$ cat src/rtl/decimal_reading_response_framer_unit_macros.svh
// Assertion helpers shared by the framer modules; they assume clk and arst_n in scope.
`ifndef DECIMAL_READING_RESPONSE_FRAMER_UNIT_MACROS_SVH
`define DECIMAL_READING_RESPONSE_FRAMER_UNIT_MACROS_SVH

`ifndef SYNTHESIS
`define DRRF_ASSERT_IMP(lbl, ante, cons) \
	lbl: assert property (@(posedge clk) disable iff (!arst_n) (ante) |-> (cons)) \
		else $error("assertion failed");
`define DRRF_ASSERT_NXT(lbl, ante, cons) \
	lbl: assert property (@(posedge clk) disable iff (!arst_n) (ante) |=> (cons)) \
		else $error("assertion failed");
`else
`define DRRF_ASSERT_IMP(lbl, ante, cons)
`define DRRF_ASSERT_NXT(lbl, ante, cons)
`endif

`endif

$ cat src/rtl/drrf_pkg.sv
`timescale 1ns / 1ps
`default_nettype none
package drrf_pkg;

	localparam int unsigned DIGITS      = 6;
	localparam int unsigned MAG_W       = 20;
	localparam int unsigned BCD_W       = 4 * DIGITS;
	localparam int unsigned POS_W       = 5;
	localparam int unsigned CFG_IDX_W   = 2;
	localparam int unsigned RECIP_SHIFT = 23;

	localparam logic [MAG_W-1:0] DIGIT_MAX = 20'd999999;
	localparam logic [MAG_W-1:0] RECIP10   = 20'hCCCCD;

	localparam logic [7:0] CH_SIX   = 8'h36;
	localparam logic [7:0] CH_FIVE  = 8'h35;
	localparam logic [7:0] CH_R     = 8'h52;
	localparam logic [7:0] CH_X     = 8'h58;
	localparam logic [7:0] CH_ZERO  = 8'h30;
	localparam logic [7:0] CH_O     = 8'h4F;
	localparam logic [7:0] CH_PLUS  = 8'h2B;
	localparam logic [7:0] CH_MINUS = 8'h2D;
	localparam logic [7:0] CH_ONE   = 8'h31;
	localparam logic [7:0] CH_TRAIL = 8'h0F;

	typedef logic [POS_W-1:0] pos_t;

	localparam pos_t POS_HDR_SIX  = 5'd0;
	localparam pos_t POS_HDR_FIVE = 5'd1;
	localparam pos_t POS_HDR_R    = 5'd2;
	localparam pos_t POS_HDR_X    = 5'd3;
	localparam pos_t POS_NODE_H   = 5'd4;
	localparam pos_t POS_NODE_T   = 5'd5;
	localparam pos_t POS_NODE_U   = 5'd6;
	localparam pos_t POS_ZERO     = 5'd7;
	localparam pos_t POS_O        = 5'd8;
	localparam pos_t POS_SIGN     = 5'd9;
	localparam pos_t POS_DIG0     = 5'd10;
	localparam pos_t POS_DIG1     = 5'd11;
	localparam pos_t POS_DIG2     = 5'd12;
	localparam pos_t POS_DIG3     = 5'd13;
	localparam pos_t POS_DIG4     = 5'd14;
	localparam pos_t POS_DIG5     = 5'd15;
	localparam pos_t POS_TRAIL    = 5'd16;
	localparam pos_t POS_SUM      = 5'd17;

	localparam logic [CFG_IDX_W-1:0] CFG_NODE_H = 2'd0;
	localparam logic [CFG_IDX_W-1:0] CFG_NODE_T = 2'd1;
	localparam logic [CFG_IDX_W-1:0] CFG_NODE_U = 2'd2;

	typedef struct packed {
		logic             neg;
		logic             clamp;
		logic [BCD_W-1:0] bcd;
	} item_t;

	typedef struct packed {
		logic [7:0] hund;
		logic [7:0] tens;
		logic [7:0] units;
	} node_t;

	typedef struct packed {
		logic [MAG_W-1:0] quo;
		logic [3:0]       rem;
	} div10_t;

	function automatic div10_t div10(input logic [MAG_W-1:0] n);
		logic [2*MAG_W-1:0] prod;
		logic [MAG_W-1:0]   q;
		logic [MAG_W-1:0]   r;
		div10_t             res;
		prod = {{MAG_W{1'b0}}, n} * {{MAG_W{1'b0}}, RECIP10};
		q = MAG_W'(prod >> RECIP_SHIFT);
		r = n - ((q << 3) + (q << 1));
		res.quo = q;
		res.rem = r[3:0];
		return res;
	endfunction

endpackage
`default_nettype wire

$ cat src/rtl/drrf_queue.sv
`timescale 1ns / 1ps
`default_nettype none
`include "decimal_reading_response_framer_unit_macros.svh"
module drrf_queue #(
	parameter int unsigned DEPTH = 2
) (
	input  logic            clk,
	input  logic            arst_n,
	input  logic            push,
	input  drrf_pkg::item_t wr_item,
	output logic            full,
	input  logic            pop,
	output drrf_pkg::item_t rd_item,
	output logic            nonempty
);
	import drrf_pkg::*;

	localparam int unsigned AW = (DEPTH > 1) ? $clog2(DEPTH) : 1;
	localparam int unsigned CW = $clog2(DEPTH + 1);

	item_t         mem_q [DEPTH];
	logic [AW-1:0] wr_ptr_q;
	logic [AW-1:0] rd_ptr_q;
	logic [CW-1:0] count_q;

	function automatic logic [AW-1:0] ptr_next(input logic [AW-1:0] p);
		return (p == AW'(DEPTH - 1)) ? '0 : p + AW'(1);
	endfunction

	assign full     = count_q == CW'(DEPTH);
	assign nonempty = count_q != '0;
	assign rd_item  = mem_q[rd_ptr_q];

	always_ff @(posedge clk) begin
		if (push) begin
			mem_q[wr_ptr_q] <= wr_item;
		end
	end

	always_ff @(posedge clk or negedge arst_n) begin
		if (!arst_n) begin
			wr_ptr_q <= '0;
			rd_ptr_q <= '0;
			count_q  <= '0;
		end else begin
			if (push) begin
				wr_ptr_q <= ptr_next(wr_ptr_q);
			end
			if (pop) begin
				rd_ptr_q <= ptr_next(rd_ptr_q);
			end
			if (push && !pop) begin
				count_q <= count_q + CW'(1);
			end else if (pop && !push) begin
				count_q <= count_q - CW'(1);
			end
		end
	end

	`DRRF_ASSERT_IMP(a_no_overflow, push, !full || pop)
	`DRRF_ASSERT_IMP(a_no_underflow, pop, count_q != '0)

endmodule
`default_nettype wire

$ cat config.mk
export PLATFORM = sky130hd
export DESIGN_NAME = drrf_queue
export DESIGN_NICKNAME = d
export VERILOG_FILES = /design/src/rtl/drrf_pkg.sv /design/src/rtl/drrf_queue.sv
export VERILOG_INCLUDE_DIRS = /design/src /design/src/rtl
export SDC_FILE = /design/constraint.sdc
export NUM_CORES = 1
export LEC_CHECK = 0
export ABC_AREA = 0
export BUFFER_PORTS_ARGS = -buffer_cell sky130_fd_sc_hd__buf_2
export CORE_ASPECT_RATIO = 1.2
export CORE_MARGIN = 10
export CORE_UTILIZATION = 30
export DETAILED_ROUTE_END_ITERATION = 8
export PLACE_DENSITY = 0.55
export SKIP_CTS_REPAIR_TIMING = 1
export SYNTH_ARGS = -nofsm -noshare
export SYNTH_HDL_FRONTEND = slang
export SYNTH_SLANG_ARGS = --single-unit
$ cat constraint.sdc
create_clock -name clk -period 2.2 [get_ports clk]
set_input_delay 0.33 -clock clk [delete_from_list [all_inputs] [get_ports clk]]
set_output_delay 0.33 -clock clk [all_outputs]
set_load 0.02 [all_outputs]
==> flow_metrics.env, run 1 <==
export IMPL_insertion_delay_ns=0.29
export IMPL_status="finished clean"
export IMPL_end_kind="primary output"
export IMPL_p_sw_mw=1.06
export IMPL_yosysSeqAreaShare_pct=76.7
export IMPL_reg2reg_setup_slack_ns=0.87
export IMPL_place_area_sq_um=2560
export IMPL_num_fill_cells=664
export IMPL_syn_inst=97
export IMPL_clock_root_buffer="clkbuf_8"
export IMPL_ir_worst_vdd_mv=0.504
export IMPL_comb_power_share_pct=37.8
export IMPL_hp_start="wr_item[12]"
export IMPL_leakage_nw=1.06
export IMPL_maxSlewViolCount=0
export IMPL_crit_family="flip-flops"
export IMPL_numPortBuffers=57
export IMPL_fin_skew_ns=0.00564
export IMPL_routed_via_density=4.17
export IMPL_ys_warn_count=0
export IMPL_crit_slowest_cell="dfrtp_1"
export IMPL_synth_cell_types=14
export IMPL_antenna_found_initial=1
export IMPL_grt_first_pass_wirelength_microns=6110
export IMPL_clock_fmax_mhz=502
export IMPL_first_global_vias=1192
export IMPL_avgSynthCellArea_sq_um=22.3
export IMPL_crit_path_start_kind="register"
export IMPL_final_cell_area_sq_um=2660
export IMPL_maxCapViolations=0
export IMPL_cpPeakStageDelay_ns=0.55
export IMPL_core_area_sq_um=6940
export IMPL_path_cells="buf_4, mux2_4, buf_2"
export IMPL_finalHoldViolCount=0
export IMPL_worstPathArrival_ns=1.66
export IMPL_cts_buffer_depth=2
export IMPL_htreeDepth=2
export IMPL_gp_congestion=0.718
export IMPL_dpl_worst_slack_ns=0.507
export IMPL_cellPowerDensity_nw_per_um2=1230
export IMPL_p_clk_share_pct=15.6
export IMPL_hold_depth=1
export IMPL_p_int_mw=2.20
export IMPL_wl_per_cell_microns=15.6
export IMPL_tightestPinTransition_ns=0.340
export IMPL_most_common_layout_cells="buf_2, edfxtp_1, mux2_4, mux2_2, clkbuf_8"
export IMPL_fin_crit_ns=1.99
export IMPL_r2r_start="wr_ptr_q"
export IMPL_drive_above_1_share_pct=59.1
export IMPL_required_ns=1.87
export IMPL_seq_area_sq_um=1660
export IMPL_setup_tns_ns=0
export IMPL_cts_tree="built"
export IMPL_io_pins=58
export IMPL_vias=1050
export IMPL_final_setup_viol_count=0
export IMPL_mostFrequentLayoutCell="buf_2"
export IMPL_die_w_microns=97.6
export IMPL_finalCritPeriodShare_pct=90.5
export IMPL_grt_setup_unrepaired="no"
export IMPL_grt_usage_pct=7.11
export IMPL_path_buf_inv=2
export IMPL_start_util_pct=31.2
export IMPL_die_area_sq_um=11000
export IMPL_ys_ff_latch=56
export IMPL_sw_frac_of_total_pct=32.5
export IMPL_grt_max_degree=23
export IMPL_multi_input_area_sq_um=452
export IMPL_rr_worst_depth=2
export IMPL_min_to="mem_q[1][12]"
export IMPL_num_rows=33
export IMPL_setup_ws_ns=0.209
export IMPL_crit_fanout=13
export IMPL_hold_class="in2reg"
export IMPL_dr_pass1_iters=4
export IMPL_area_growth_syn_to_layout_pct=22.6
export IMPL_drtIter0Drc=12
export IMPL_wirelength_microns=3940
export IMPL_cts_clk_slew_worst_paths_ns=0.09
export IMPL_fin_nets=195
export IMPL_r2r_end="mem_q[0][9]"
export IMPL_drc=0
export IMPL_ant_nets=0
export IMPL_seq_power_share_pct=46.6
export IMPL_synth_nets=128
export IMPL_cts_sinks=56
export IMPL_path_class="reg2out"
export IMPL_cts_made_buffers=5
export IMPL_overflow=0
export IMPL_max_slew_margin_pct=77.3
export IMPL_die_y_microns=113
export IMPL_hpwl_microns=3100
export IMPL_syn_area_sq_um=2170
[metrics by stage]
step | util, % | instances | total power [mW] | hold WS, ns
floorplan | - | 97 | 2.48 | 0.0344
global placement | 36.9 | 243 | 2.78 | 0.140
detailed placement | 36.9 | 243 | 2.81 | 0.142
CTS | 38.1 | 250 | 3.33 | -0.191
global route | 38.2 | 251 | 3.44 | 0.193
finish | 38.3 | 252 | 3.26 | 0.216
[flip-flops by register name, summed over array words and instances, names as in the netlist]
name and count:
mem_q 52, rd_ptr_q 1, count_q 2, wr_ptr_q 1
[per-layer routing]
metal	global-route usage [%]	vias to the layer above	wire, microns
met5	0	-	0
met3	2.86	6	301
met4	4.08	0	87
met2	11.9	44	1930
met1	7.44	498	1620
li1	-	502	-
[power by group through the flow]
| stage | registers [mW] | logic [mW] | clock network [mW] |
|---|---|---|---|
| 2_1_floorplan | 1.50 | 0.982 | 0 |
| 3_3_place_gp | 1.53 | 1.25 | 0 |
| 6_report | 1.52 | 1.23 | 0.509 |
| 4_1_cts | 1.53 | 1.27 | 0.534 |
| 3_5_place_dp | 1.55 | 1.26 | 0 |
| 5_1_grt | 1.55 | 1.32 | 0.580 |
[cell type report]
class / count / share of cell area [%]
Inverter: 1 / 0.141
Multi-Input combinational cell: 37 / 17.0
Antenna cell: 1 / 0.0943
Clock inverter: 2 / 0.471
Tap cell: 87 / 4.10
Timing Repair Buffer: 63 / 13.0
Clock buffer: 5 / 2.59
Sequential cell: 56 / 62.6
[synthesized netlist by cell type]
library cell  number  area (sq um)
or2_2              1          6.26
buf_12             2          40.0
mux2_2             7          78.8
xnor2_1            1          8.76
edfxtp_1          52          1560
nor2_1             1          3.75
inv_1              1          3.75
xor2_1             4          35.0
mux2_4            19           285
nor2b_1            2          12.5
ha_1               1          12.5
dfrtp_1            4           100
buf_6              1          11.3
and2_1             1          6.26
[cell families after synthesis]
family                   share of synthesized area [%]
adder cells (fa/ha/maj)                          0.578
AND/OR/NAND/NOR                                   1.33
multiplexers                                      16.8
XOR/XNOR                                          2.02
flip-flops                                        76.7
buffers and inverters                             2.54
[how the worst max path moves through the flow]
stage                             end  cells past startpoint  startpoint
after floorplan           mem_q[0][0]                      1    wr_ptr_q
after global placement     rd_item[4]                      3    rd_ptr_q
after detailed placement   rd_item[4]                      3    rd_ptr_q
after CTS                  rd_item[4]                      3    rd_ptr_q
after global routing      rd_item[22]                      3    rd_ptr_q
final                     rd_item[19]                      3    rd_ptr_q
[worst register-to-register path, cell delays in order (launching register included)]
cell and delay [ns]:
dfrtp_1 0.42, nor2b_2 0.29, buf_4 0.31
No activity file was read; power rests on OpenSTA's default activity.
==> inputs of run 2 (changes only) <==
CORE_UTILIZATION = 40   (was 30)
PLACE_DENSITY = 0.68   (was 0.55)
SLEW_MARGIN = 20   (was unset)
==> run 2 against run 1 <==
Compared with the run above: die area decreased by 21%; power increased by 3.1%; largest power group unchanged; first-iteration DRC count increased by 120%; largest cell class unchanged; sequential cell count unchanged; clock-buffer cell count increased by 1; maximum frequency increased by 11%; worst setup slack improved by 0.19 ns.
==> flow_metrics.env, run 2 (synthesized netlist as in run 1, its figures left out) <==
export IMPL_status="finished clean"
export IMPL_seq_power_share_pct=44.6
export IMPL_vias=1050
export IMPL_die_y_microns=101
export IMPL_cts_made_buffers=5
export IMPL_setup_tns_ns=0
export IMPL_comb_power_share_pct=36.8
export IMPL_antenna_found_initial=0
export IMPL_sw_frac_of_total_pct=31.1
export IMPL_p_sw_mw=1.04
export IMPL_crit_path_start_kind="register"
export IMPL_dpl_worst_slack_ns=0.716
export IMPL_top_regs="mem_q: 52 flops, count_q: 2 flops"
export IMPL_core_area_sq_um=5260
export IMPL_insertion_delay_ns=0.29
export IMPL_r2r_end="mem_q[1][18]"
export IMPL_reg2reg_setup_slack_ns=1.00
export IMPL_gp_congestion=0.711
export IMPL_max_slew_margin_pct=76.8
export IMPL_final_cell_area_sq_um=2630
export IMPL_drc=0
export IMPL_io_pins=58
export IMPL_fin_skew_ns=0.00768
export IMPL_r2r_start="wr_ptr_q"
export IMPL_cts_tree="built"
export IMPL_rr_worst_depth=2
export IMPL_num_fill_cells=431
export IMPL_crit_fanout=26
export IMPL_final_setup_viol_count=0
export IMPL_mostFrequentLayoutCell="buf_2"
export IMPL_setup_ws_ns=0.400
export IMPL_hpwl_microns=2680
export IMPL_htreeDepth=2
export IMPL_num_rows=29
export IMPL_worstPathArrival_ns=1.47
export IMPL_tightestPinTransition_ns=0.348
export IMPL_place_area_sq_um=2510
export IMPL_clock_root_buffer="clkbuf_8"
export IMPL_drive_above_1_share_pct=58.3
export IMPL_die_w_microns=87.2
export IMPL_hold_worst_slack_ns=0.221
export IMPL_area_growth_syn_to_layout_pct=21.5
export IMPL_start_util_pct=41.2
export IMPL_fin_nets=193
export IMPL_leakage_nw=1.07
export IMPL_wl_per_cell_microns=16.1
export IMPL_final_core_util_pct=50.0
export IMPL_maxCapViolations=0
export IMPL_clock_fmax_mhz=555
export IMPL_hold_class="in2reg"
export IMPL_dr_pass1_iters=2
export IMPL_fin_crit_ns=1.80
export IMPL_grt_max_degree=27
export IMPL_numPortBuffers=57
export IMPL_grt_setup_unrepaired="no"
export IMPL_cts_sinks=56
export IMPL_ant_nets=0
export IMPL_grt_usage_pct=8.22
export IMPL_largest_reg_flops=52
export IMPL_top_register="mem_q"
export IMPL_crit_start="rd_ptr_q"
export IMPL_die_area_sq_um=8770
export IMPL_ir_worst_vdd_mv=1.04
export IMPL_finalHoldViolCount=0
export IMPL_routed_via_density=4.67
export IMPL_wirelength_microns=3630
export IMPL_required_ns=1.87
export IMPL_end_kind="primary output"
export IMPL_drtIter0Drc=26
export IMPL_hp_start="wr_item[15]"
export IMPL_most_common_layout_cells="buf_2, edfxtp_1, mux2_4, mux2_2, clkbuf_8"
export IMPL_crit_end="rd_item[12]"
export IMPL_p_clk_share_pct=18.6
export IMPL_maxSlewViolCount=0
export IMPL_cts_buffer_depth=2
export IMPL_p_int_mw=2.32
export IMPL_overflow=0
export IMPL_finalCritPeriodShare_pct=81.8
export IMPL_antenna_cells=0
export IMPL_cts_clk_slew_worst_paths_ns=0.09
export IMPL_cellPowerDensity_nw_per_um2=1280
export IMPL_grt_first_pass_wirelength_microns=5510
export IMPL_first_global_vias=1152
export IMPL_path_class="reg2out"
-- run 2: cell count changes in the layout (fill, tap and decap cells not counted), sizes merged --
cell      change
buf           -2
diode         -1
bufinv        +1
clkinvlp      -1
clkbuf        +1
-- run 2: area by class of cell --
cell class	instances	area, sq um	area share [%]
clock buffers	6	72.6	2.76
clock inverters	2	35.0	1.33
inverters	1	3.75	0.143
multi-input cells	37	452	17.2
flip-flops and latches	56	1660	63.1
well taps	62	77.6	2.95
repair buffers	61	330	12.5
-- run 2: power by group through the flow --
stage	clock network (mW)	registers, mW	logic (mW)
after floorplan	0	1.50	0.982
after global placement	0	1.51	1.24
after detailed placement	0	1.53	1.27
after CTS	0.650	1.51	1.27
after global routing	0.700	1.53	1.32
final	0.625	1.50	1.24
-- run 2: worst min-delay path by stage --
stage                         endpoint  slack, ns  cells past startpoint
after floorplan             count_q[0]       0.03                      0
final                     mem_q[1][15]       0.22                      1
after CTS                   count_q[0]      -0.19                      1
after global placement      count_q[1]       0.13                      1
after detailed placement    count_q[1]       0.14                      1
after global routing      mem_q[1][25]       0.19                      1
-- run 2: per-layer routing --
metal  share of wire, %  global-route usage, %
met1                 35                   7.65
met2                 54                   14.6
met3                8.8                   3.24
met4                2.3                   4.91
met5                  0                      0
-- run 2: worst max-delay path, stage by stage (launching register included) --
cell     delay (ns)
dfrtp_1        0.41
buf_12         0.23
mux2_2         0.36
buf_2          0.16
-- run 2: per-stage QoR --
stage	instances	total power [mW]
detailed placement	216	2.80
finish	225	3.36
floorplan	97	2.48
CTS	224	3.42
global placement	216	2.76
global route	225	3.54
