`src/rtl/decimal_reading_response_framer_unit_macros.svh`:
```
// Assertion helpers shared by the framer modules; they assume clk and arst_n in scope.
`ifndef DECIMAL_READING_RESPONSE_FRAMER_UNIT_MACROS_SVH
`define DECIMAL_READING_RESPONSE_FRAMER_UNIT_MACROS_SVH

`ifndef SYNTHESIS
`define DRRF_ASSERT_IMP(lbl, ante, cons) \
	lbl: assert property (@(posedge clk) disable iff (!arst_n) (ante) |-> (cons)) \
		else $error("assertion failed");
`define DRRF_ASSERT_NXT(lbl, ante, cons) \
	lbl: assert property (@(posedge clk) disable iff (!arst_n) (ante) |=> (cons)) \
		else $error("assertion failed");
`else
`define DRRF_ASSERT_IMP(lbl, ante, cons)
`define DRRF_ASSERT_NXT(lbl, ante, cons)
`endif

`endif

```
`src/rtl/drrf_pkg.sv`:
```
`timescale 1ns / 1ps
`default_nettype none
package drrf_pkg;

	localparam int unsigned DIGITS      = 6;
	localparam int unsigned MAG_W       = 20;
	localparam int unsigned BCD_W       = 4 * DIGITS;
	localparam int unsigned POS_W       = 5;
	localparam int unsigned CFG_IDX_W   = 2;
	localparam int unsigned RECIP_SHIFT = 23;

	localparam logic [MAG_W-1:0] DIGIT_MAX = 20'd999999;
	localparam logic [MAG_W-1:0] RECIP10   = 20'hCCCCD;

	localparam logic [7:0] CH_SIX   = 8'h36;
	localparam logic [7:0] CH_FIVE  = 8'h35;
	localparam logic [7:0] CH_R     = 8'h52;
	localparam logic [7:0] CH_X     = 8'h58;
	localparam logic [7:0] CH_ZERO  = 8'h30;
	localparam logic [7:0] CH_O     = 8'h4F;
	localparam logic [7:0] CH_PLUS  = 8'h2B;
	localparam logic [7:0] CH_MINUS = 8'h2D;
	localparam logic [7:0] CH_ONE   = 8'h31;
	localparam logic [7:0] CH_TRAIL = 8'h0F;

	typedef logic [POS_W-1:0] pos_t;

	localparam pos_t POS_HDR_SIX  = 5'd0;
	localparam pos_t POS_HDR_FIVE = 5'd1;
	localparam pos_t POS_HDR_R    = 5'd2;
	localparam pos_t POS_HDR_X    = 5'd3;
	localparam pos_t POS_NODE_H   = 5'd4;
	localparam pos_t POS_NODE_T   = 5'd5;
	localparam pos_t POS_NODE_U   = 5'd6;
	localparam pos_t POS_ZERO     = 5'd7;
	localparam pos_t POS_O        = 5'd8;
	localparam pos_t POS_SIGN     = 5'd9;
	localparam pos_t POS_DIG0     = 5'd10;
	localparam pos_t POS_DIG1     = 5'd11;
	localparam pos_t POS_DIG2     = 5'd12;
	localparam pos_t POS_DIG3     = 5'd13;
	localparam pos_t POS_DIG4     = 5'd14;
	localparam pos_t POS_DIG5     = 5'd15;
	localparam pos_t POS_TRAIL    = 5'd16;
	localparam pos_t POS_SUM      = 5'd17;

	localparam logic [CFG_IDX_W-1:0] CFG_NODE_H = 2'd0;
	localparam logic [CFG_IDX_W-1:0] CFG_NODE_T = 2'd1;
	localparam logic [CFG_IDX_W-1:0] CFG_NODE_U = 2'd2;

	typedef struct packed {
		logic             neg;
		logic             clamp;
		logic [BCD_W-1:0] bcd;
	} item_t;

	typedef struct packed {
		logic [7:0] hund;
		logic [7:0] tens;
		logic [7:0] units;
	} node_t;

	typedef struct packed {
		logic [MAG_W-1:0] quo;
		logic [3:0]       rem;
	} div10_t;

	function automatic div10_t div10(input logic [MAG_W-1:0] n);
		logic [2*MAG_W-1:0] prod;
		logic [MAG_W-1:0]   q;
		logic [MAG_W-1:0]   r;
		div10_t             res;
		prod = {{MAG_W{1'b0}}, n} * {{MAG_W{1'b0}}, RECIP10};
		q = MAG_W'(prod >> RECIP_SHIFT);
		r = n - ((q << 3) + (q << 1));
		res.quo = q;
		res.rem = r[3:0];
		return res;
	endfunction

endpackage
`default_nettype wire

```
`src/rtl/drrf_back.sv`:
```
`timescale 1ns / 1ps
`default_nettype none
`include "decimal_reading_response_framer_unit_macros.svh"
module drrf_back (
	input  logic            clk,
	input  logic            arst_n,
	input  drrf_pkg::node_t node,
	input  logic            q_nonempty,
	input  drrf_pkg::item_t q_item,
	output logic            pop,
	output logic            out_valid,
	input  logic            out_stall,
	output logic [7:0]      frame_byte,
	output logic            last_byte,
	output logic            clamped
);
	import drrf_pkg::*;

	logic       busy_q;
	pos_t       pos_q;
	logic [7:0] sum_q;
	item_t      item_q;
	logic       load;
	logic [7:0] cur_byte;
	logic       out_valid_q;
	logic [7:0] byte_q;
	logic       last_q;
	logic       clamp_q;

	always_comb begin
		case (pos_q)
			POS_HDR_SIX:  cur_byte = CH_SIX;
			POS_HDR_FIVE: cur_byte = CH_FIVE;
			POS_HDR_R:    cur_byte = CH_R;
			POS_HDR_X:    cur_byte = CH_X;
			POS_NODE_H:   cur_byte = node.hund;
			POS_NODE_T:   cur_byte = node.tens;
			POS_NODE_U:   cur_byte = node.units;
			POS_ZERO:     cur_byte = CH_ZERO;
			POS_O:        cur_byte = CH_O;
			POS_SIGN:     cur_byte = item_q.neg ? CH_MINUS : CH_PLUS;
			POS_DIG0:     cur_byte = CH_ZERO | {4'h0, item_q.bcd[23:20]};
			POS_DIG1:     cur_byte = CH_ZERO | {4'h0, item_q.bcd[19:16]};
			POS_DIG2:     cur_byte = CH_ZERO | {4'h0, item_q.bcd[15:12]};
			POS_DIG3:     cur_byte = CH_ZERO | {4'h0, item_q.bcd[11:8]};
			POS_DIG4:     cur_byte = CH_ZERO | {4'h0, item_q.bcd[7:4]};
			POS_DIG5:     cur_byte = CH_ZERO | {4'h0, item_q.bcd[3:0]};
			POS_TRAIL:    cur_byte = CH_TRAIL;
			POS_SUM:      cur_byte = sum_q;
			default:      cur_byte = 8'h00;
		endcase
	end

	assign load = busy_q && (!out_valid_q || !out_stall);
	assign pop  = q_nonempty && (!busy_q || (load && pos_q == POS_SUM));

	always_ff @(posedge clk or negedge arst_n) begin
		if (!arst_n) begin
			busy_q <= 1'b0;
			pos_q  <= POS_HDR_SIX;
			sum_q  <= 8'h00;
		end else if (pop) begin
			busy_q <= 1'b1;
			pos_q  <= POS_HDR_SIX;
			sum_q  <= 8'h00;
		end else if (load) begin
			if (pos_q == POS_SUM) begin
				busy_q <= 1'b0;
				pos_q  <= POS_HDR_SIX;
			end else begin
				pos_q <= pos_q + pos_t'(1);
				sum_q <= sum_q + cur_byte;
			end
		end
	end

	always_ff @(posedge clk) begin
		if (pop) begin
			item_q <= q_item;
		end
	end

	always_ff @(posedge clk or negedge arst_n) begin
		if (!arst_n) begin
			out_valid_q <= 1'b0;
		end else if (load) begin
			out_valid_q <= 1'b1;
		end else if (!out_stall) begin
			out_valid_q <= 1'b0;
		end
	end

	always_ff @(posedge clk) begin
		if (load) begin
			byte_q  <= cur_byte;
			last_q  <= pos_q == POS_SUM;
			clamp_q <= item_q.clamp;
		end
	end

	assign out_valid  = out_valid_q;
	assign frame_byte = byte_q;
	assign last_byte  = last_q;
	assign clamped    = clamp_q;

	`DRRF_ASSERT_IMP(a_pop_at_frame_end, pop, !busy_q || pos_q == POS_SUM)
	`DRRF_ASSERT_NXT(a_sum_ends_frame, load && pos_q == POS_SUM, last_q && (busy_q == $past(pop)))

endmodule
`default_nettype wire

```
`config.mk`:
```
export PLATFORM = sky130hd
export DESIGN_NAME = drrf_back
export DESIGN_NICKNAME = d
export VERILOG_FILES = /design/src/rtl/drrf_pkg.sv /design/src/rtl/drrf_back.sv
export VERILOG_INCLUDE_DIRS = /design/src /design/src/rtl
export SDC_FILE = /design/constraint.sdc
export NUM_CORES = 1
export LEC_CHECK = 0
export BUFFER_PORTS_ARGS = -buffer_cell sky130_fd_sc_hd__buf_2
export CORE_MARGIN = 3
export CORE_UTILIZATION = 35
export DETAILED_ROUTE_END_ITERATION = 7
export GPL_TIMING_DRIVEN = 0
export PLACE_DENSITY = 0.54
export SETUP_SLACK_MARGIN = 0.4
export SLEW_MARGIN = 20
export SYNTH_ARGS = -nofsm -noshare
export SYNTH_HDL_FRONTEND = slang
export SYNTH_SLANG_ARGS = --single-unit
```
`constraint.sdc`:
```
create_clock -name clk -period 3.3 [get_ports clk]
set_clock_uncertainty 0.2 [all_clocks]
set_input_delay 0.66 -clock clk [delete_from_list [all_inputs] [get_ports clk]]
set_output_delay 0.66 -clock clk [all_outputs]
set_load 0.01 [all_outputs]
```
==> flow_summary.json, run 1 <==
{
  "path_buf_inv": 1,
  "yosysTopAreaCellShare": 0.3978,
  "end_kind": "flop",
  "vias_per_cell": 5.215,
  "routed_wl_mm": 7.841,
  "drc_errors": 0,
  "clock-sinks": 51,
  "postRouteAntennaNets": 0,
  "setup_slack_ps": -45.76,
  "portBuffers": 65,
  "dp_cells": 412,
  "grt_overflow": 0,
  "die_area_um2": 8858,
  "setup_viol": 2,
  "power_leakage_nw": 1.558,
  "required_ps": 3300,
  "status": "finished, violations left",
  "cts_buffers": 5,
  "timing.slew.headroom": 0.6316,
  "synth_cells": 248,
  "final.min_clock_period_ps": 3346,
  "n_antenna_cell": 0,
  "yosys_register_bits": 51,
  "htree_levels": 2,
  "cts_buffer_depth": 2,
  "clock_latency_ps": 320,
  "design_area_um2": 3725,
  "slowest_delay_ps": 440,
  "yosysTopAreaCell": "edfxtp_1",
  "maxSlewViolCount": 0,
  "nets": 414,
  "violations": "setup timing",
  "rsz0062_at_grt": "true",
  "synth_edf_count": 36,
  "cap_violations": 0,
  "worst_pin_slew_ps": 552.0,
  "place_congestion": 0.8998,
  "syn_to_final_growth_pct": 37.06,
  "hold_violations": 0,
  "synth_area_leaders": "edfxtp_1 40%, dfrtp_1 14%, ha_1 5.5%",
  "placed_area_um2": 3236,
  "layoutNonFillerInstCount": 447,
  "power_mw": 3.879,
  "clk_pin_slew_ps": 100,
  "fin_crit_sh": 1.014,
  "grt_util_all_layers": 0.1819,
  "hpwl_mm": 5.316,
  "r2r_slack_ps": -50,
  "first_iter_violations": 175,
  "cpLargestDelayFamily": "compound AO/OA/AOI/OAI gates",
  "yosysWarningCount": 0,
  "root_buffer": "clkbuf_8",
  "grt_max_degree": 37,
  "cp.arrival_ps": 3350,
  "worstSetupPathType": "reg -> reg",
  "clock.fmax_mhz": 298.9,
  "vdd_drop_max_mv": 0.3535,
  "syn-num-nets": 315,
  "cts_tree": "yes",
  "core_area_um2": 7408,
  "r2r_end": "sum_q[6]",
  "die_w_um": 94.12,
  "syn_area_um2": 2718,
  "synthFlopType": "edfxtp_1",
  "path_cells": "ha_2 -> buf_8 -> and3_4 -> ha_4 -> a222oi_1 -> nand4_1 -> ha_2 -> fa_2 -> a21o_1 -> a21oi_2 -> o21bai_1 -> a21oi_2 -> xor2_1 -> o22ai_1",
  "powerDensity_nw_per_um2": 1041,
  "async_flop_share": 0.2941,
  "wire_per_inst_um": 17.54,
  "fillers": 720,
  "grt_pass1_vias": 2435,
  "layout_common_cells": "68 x buf_2, 36 x edfxtp_1, 28 x nand2_1",
  "final_common_cell": "buf_2",
  "crit_path_top_delay_cell": "dfrtp_1",
  "synth_seq_area_share": 0.5359,
  "synth_area_per_cell_um2": 10.96,
  "die_y_um": 94.12,
  "first_pass_iters": 4,
  "vias": 2331,
  "min_path_type": "in -> async",
  "setup_tns_ps": -73.32,
  "grt_pass1_wl_mm": 12.20,
  "initial_core_util": 0.3668,
  "r2r_start": "pos_q[0]",
  "grt_antenna_before_repair": 0,
  "ctsHoldBuffers": 0,
  "synth_cell_types": 47,
  "rows": 31,
  "r2r_cells": 14,
  "place_ws_ps": -185.7,
  "io_pins": 66,
  "drive_gt1_frac": 0.4195,
  "crit_fanout": 4,
  "start_kind": "flop"
}
==> how the worst max path moves through the flow <==
stage / startpoint / end / slack (ps) / cells past startpoint
floorplan: pos_q[0] / sum_q[6] / 170 / 14
global placement: pos_q[3] / sum_q[6] / -160 / 14
detailed placement: pos_q[0] / sum_q[6] / -190 / 14
CTS: pos_q[0] / sum_q[6] / -20 / 14
global route: pos_q[0] / sum_q[7] / -120 / 14
finish: pos_q[0] / sum_q[6] / -50 / 14
==> layout make-up <==
| class | count | area [um^2] | area share |
|---|---|---|---|
| buffer | 14 | 126.4 | 0.03393 |
| inverter | 9 | 36.28 | 0.009741 |
| tap | 99 | 123.9 | 0.03326 |
| clock buffer | 5 | 68.82 | 0.01847 |
| timing repair buffer | 92 | 586.8 | 0.1575 |
| sequential | 51 | 1456 | 0.3910 |
| multi-input combinational | 174 | 1303 | 0.3497 |
| clock inverter | 3 | 23.77 | 0.006382 |
==> stage by stage <==
| step | util | hold slack, ps |
|---|---|---|
| 6_report | 0.5028 | 51.13 |
| 5_1_grt | 0.5028 | 54.87 |
| 4_1_cts | 0.4830 | 66.66 |
| 3_5_place_dp | 0.4368 | 208.8 |
| 3_3_place_gp | 0.4368 | 204.0 |
| 2_1_floorplan | - | 164.4 |
==> synthesized netlist by cell type, types with 2 or more instances <==
library cell,number
a211oi_1,2
nor3_1,4
a222oi_1,2
buf_6,2
clkbuf_1,6
o21ai_0,14
buf_2,5
inv_1,9
nor2_1,16
xnor2_1,4
nand3_1,6
o22ai_1,2
nand2b_1,4
and4bb_4,2
xor2_1,3
dfrtp_1,15
nand2_1,28
a31oi_1,2
ha_1,12
nor2b_1,6
edfxtp_1,36
a22oi_1,4
a21o_1,2
nand4_1,5
a32oi_1,4
a32o_1,3
mux2i_1,2
a22o_1,7
a21oi_1,22
a221oi_1,2
==> metal layers <==
metal / up-vias / track usage / share of wire
met3: 17 / 0.03926 / 0.040
met1: 1119 / 0.2399 / 0.45
li1: 1128 / - / -
met4: 0 / 0.07341 / 0.024
met5: - / 0 / 0
met2: 67 / 0.2898 / 0.48
==> state kept, by name (all words and copies together) (netlist names) <==
register / flops
item_q: 26
frame_byte: 8
sum_q: 8
pos_q: 5
busy_q: 1
clamped: 1
last_byte: 1
out_valid: 1
==> power breakdown <==
| group | internal, mW | switching, mW | total [mW] |
|---|---|---|---|
| Clock | 0.152 | 0.228 | 0.380 |
| Combinational | 1.30 | 1.25 | 2.54 |
| Sequential | 0.862 | 0.0952 | 0.957 |
| Total | 2.31 | 1.57 | 3.88 |
==> cell families (layout without fill, tap and decap cells) <==
family / count (synthesis) / after routing / share of synthesized area
AND/OR/NAND/NOR: 78 / 78 / 0.1455
AO/OA/AOI/OAI: 74 / 74 / 0.1851
flip-flops: 51 / 51 / 0.5359
buffers and inverters: 23 / 123 / 0.04097
adder cells (fa/ha/maj): 13 / 13 / 0.06261
XOR/XNOR: 7 / 7 / 0.02256
multiplexers: 2 / 2 / 0.007367
==> timing repair <==
item,in CTS,in global routing
resized for setup,18,34
pin swaps,12,14
endpoints found under the hold margin,0,0
cloned,0,1
endpoints found under the setup margin,8,9
setup buffers,23,3
No activity file was read; power rests on OpenSTA's default activity.
==> inputs of run 2 (changes only) <==
Settings changed: CAP_MARGIN set to 20, PLACE_DENSITY 0.54 to not set, PLACE_DENSITY_LB_ADDON set to 0.2.
==> run 2 against run 1 <==
Against the previous run: the run still ends with setup timing left; register-to-register slack worse by 20 ps; hold slack better by 13 ps; core utilization is 1.8 points higher; first-iteration DRC count is 7.4% higher; sequential share of layout area is 1.3 points lower; sequential power is 0.8% lower; die area stayed put; worst setup slack worse by 16 ps; critical path depth is 1 higher; maximum frequency is 0.49% lower; clock-buffer cell count stayed put; non-clock buffer count is 12 higher; largest cell class unchanged.
==> flow_summary.json, run 2 (synthesis gave the netlist of run 1 again) <==
{
  "multi_input_area_um2": 1260,
  "die_area_um2": 8858,
  "timing.slew.headroom": 0.6330,
  "cp.arrival_ps": 3380,
  "cts_buffers": 5,
  "crit_fanout": 2,
  "crit_path_top_delay_cell": "dfrtp_2",
  "largest_register_ffs": 26,
  "ctsHoldBuffers": 0,
  "powerDensity_nw_per_um2": 1090,
  "core_area_um2": 7408,
  "hold_violations": 0,
  "power_leakage_nw": 1.640,
  "grt_overflow": 0,
  "met3_usage": 0.02965,
  "power_mw": 4.209,
  "grt_max_degree": 37,
  "maxSlewViolCount": 0,
  "cap_violations": 0,
  "syn_to_final_growth_pct": 42.08,
  "first_pass_iters": 5,
  "first_iter_violations": 188,
  "crit_top_cell": "buf_6",
  "slowest_delay_ps": 440,
  "final_common_cell": "buf_2",
  "holdWs_ps": 63.92,
  "grt_pass1_wl_mm": 12.24,
  "initial_core_util": 0.3668,
  "final.min_clock_period_ps": 3362,
  "nets": 426,
  "grt_antenna_before_repair": 0,
  "min_path_type": "in -> async",
  "vdd_drop_max_mv": 0.3902,
  "drc_errors": 0,
  "path_cells": "ha_4 -> buf_8 -> and3_4 -> ha_4 -> a222oi_1 -> nand4_1 -> ha_2 -> fa_2 -> buf_4 -> buf_6 -> buf_6 -> buf_6 -> buf_6 -> xnor2_1 -> a211oi_1",
  "n_antenna_cell": 0,
  "grt_util_all_layers": 0.1810,
  "design_area_um2": 3861,
  "use_met2": 0.3051,
  "place_congestion": 0.9161,
  "vias": 2397,
  "fillers": 665,
  "status": "finished, violations left",
  "required_ps": 3320,
  "rows": 31,
  "vias_per_cell": 5.222,
  "setup_slack_ps": -62.19,
  "layout_common_cells": "67 x buf_2, 36 x edfxtp_1, 28 x nand2_1",
  "worst_pin_slew_ps": 550.0,
  "wire_per_inst_um": 17.27,
  "placed_area_um2": 3236,
  "cts_buffer_depth": 2,
  "top_usage_layer": "met2",
  "routed_wl_mm": 7.929,
  "cts_tree": "yes",
  "fin_util": 0.5212,
  "violations": "setup timing",
  "worstSetupPathType": "reg -> reg",
  "htree_levels": 2,
  "start_kind": "flop",
  "clock.fmax_mhz": 297.4,
  "die_y_um": 94.12,
  "drive_gt1_frac": 0.4250,
  "postRouteAntennaNets": 0,
  "io_pins": 66,
  "hpwl_mm": 5.259,
  "top_register": "item_q",
  "grt_pass1_vias": 2440,
  "clk_pin_slew_ps": 100,
  "root_buffer": "clkbuf_8",
  "fin_crit_sh": 1.019,
  "end_kind": "flop",
  "die_w_um": 94.12,
  "clock_latency_ps": 310,
  "grtUsageMet1": 0.2346,
  "setup_viol": 5,
  "place_ws_ps": -217.1,
  "clock-sinks": 51,
  "portBuffers": 65,
  "seqCellArea_um2": 1458,
  "rsz0062_at_grt": "true"
}
## run 2: changes by cell type in the layout (fill, tap and decap cells not counted), moves of 2 or more
cell       before  now
buf_6          13   22
buf_4          18   21
a21oi_1        16   18
a21oi_2         6    4
bufinv_16       0    2
clkbuf_1        0    2
clkbuf_2        2    0
clkbuf_8        6    8
ha_4            5    3
## run 2: worst max-delay path, delay by kind of cell, from the launching register on
kind / cells / cell delay (ps)
adders and majority gates: 4 / 930
AOI/OAI and AO/OA: 2 / 550
buffers and inverters: 6 / 670
xor gates and xnor gates: 1 / 120
and+or+nand+nor: 2 / 360
DFF: 1 / 440
## run 2: layout make-up
type,count,area share
Tap cell,99,0.03208
Inverter,9,0.008749
Clock inverter,3,0.01750
Buffer,14,0.03629
Multi-Input combinational cell,174,0.3263
Sequential cell,51,0.3775
Clock buffer,5,0.01782
Timing Repair Buffer,104,0.1837
## run 2: metal layers
layer | wire [um] | part of all wire
met2 | 3929 | 0.50
met5 | 0 | 0
met4 | 162 | 0.020
met1 | 3492 | 0.44
met3 | 345 | 0.044
## run 2: final timing paths
check	from	to	slack, ps	cells after the start
min in group clk	item_q[24]	clamped	230	0
min	arst_n	sum_q[4]	60	1
max	pos_q[0]	sum_q[2]	-60	15
min reg2reg	item_q[24]	clamped	230	0
max in group asynchronous	arst_n	pos_q[0]	2530	1
max reg2reg	pos_q[0]	sum_q[2]	-60	15
## run 2: repair_timing
action                     in CTS  in global routing
resized for setup              34                 17
gates cloned                    0                  1
setup buffers                  30                  8
pin swaps                      21                 14
setup endpoints to repair       8                  9
## run 2: power by group
part	leakage (nW)	switching [mW]	internal (mW)
Clock	0.0644	0.223	0.303
Sequential	0.508	0.0868	0.863
Combinational	1.07	1.29	1.44
## run 2: stage by stage
stage,setup TNS [ps],std cells
detailed placement,-383.8,412
CTS,-328.2,450
finish,-189.5,459
floorplan,0,248
global route,-956.5,459
global placement,-276.0,412
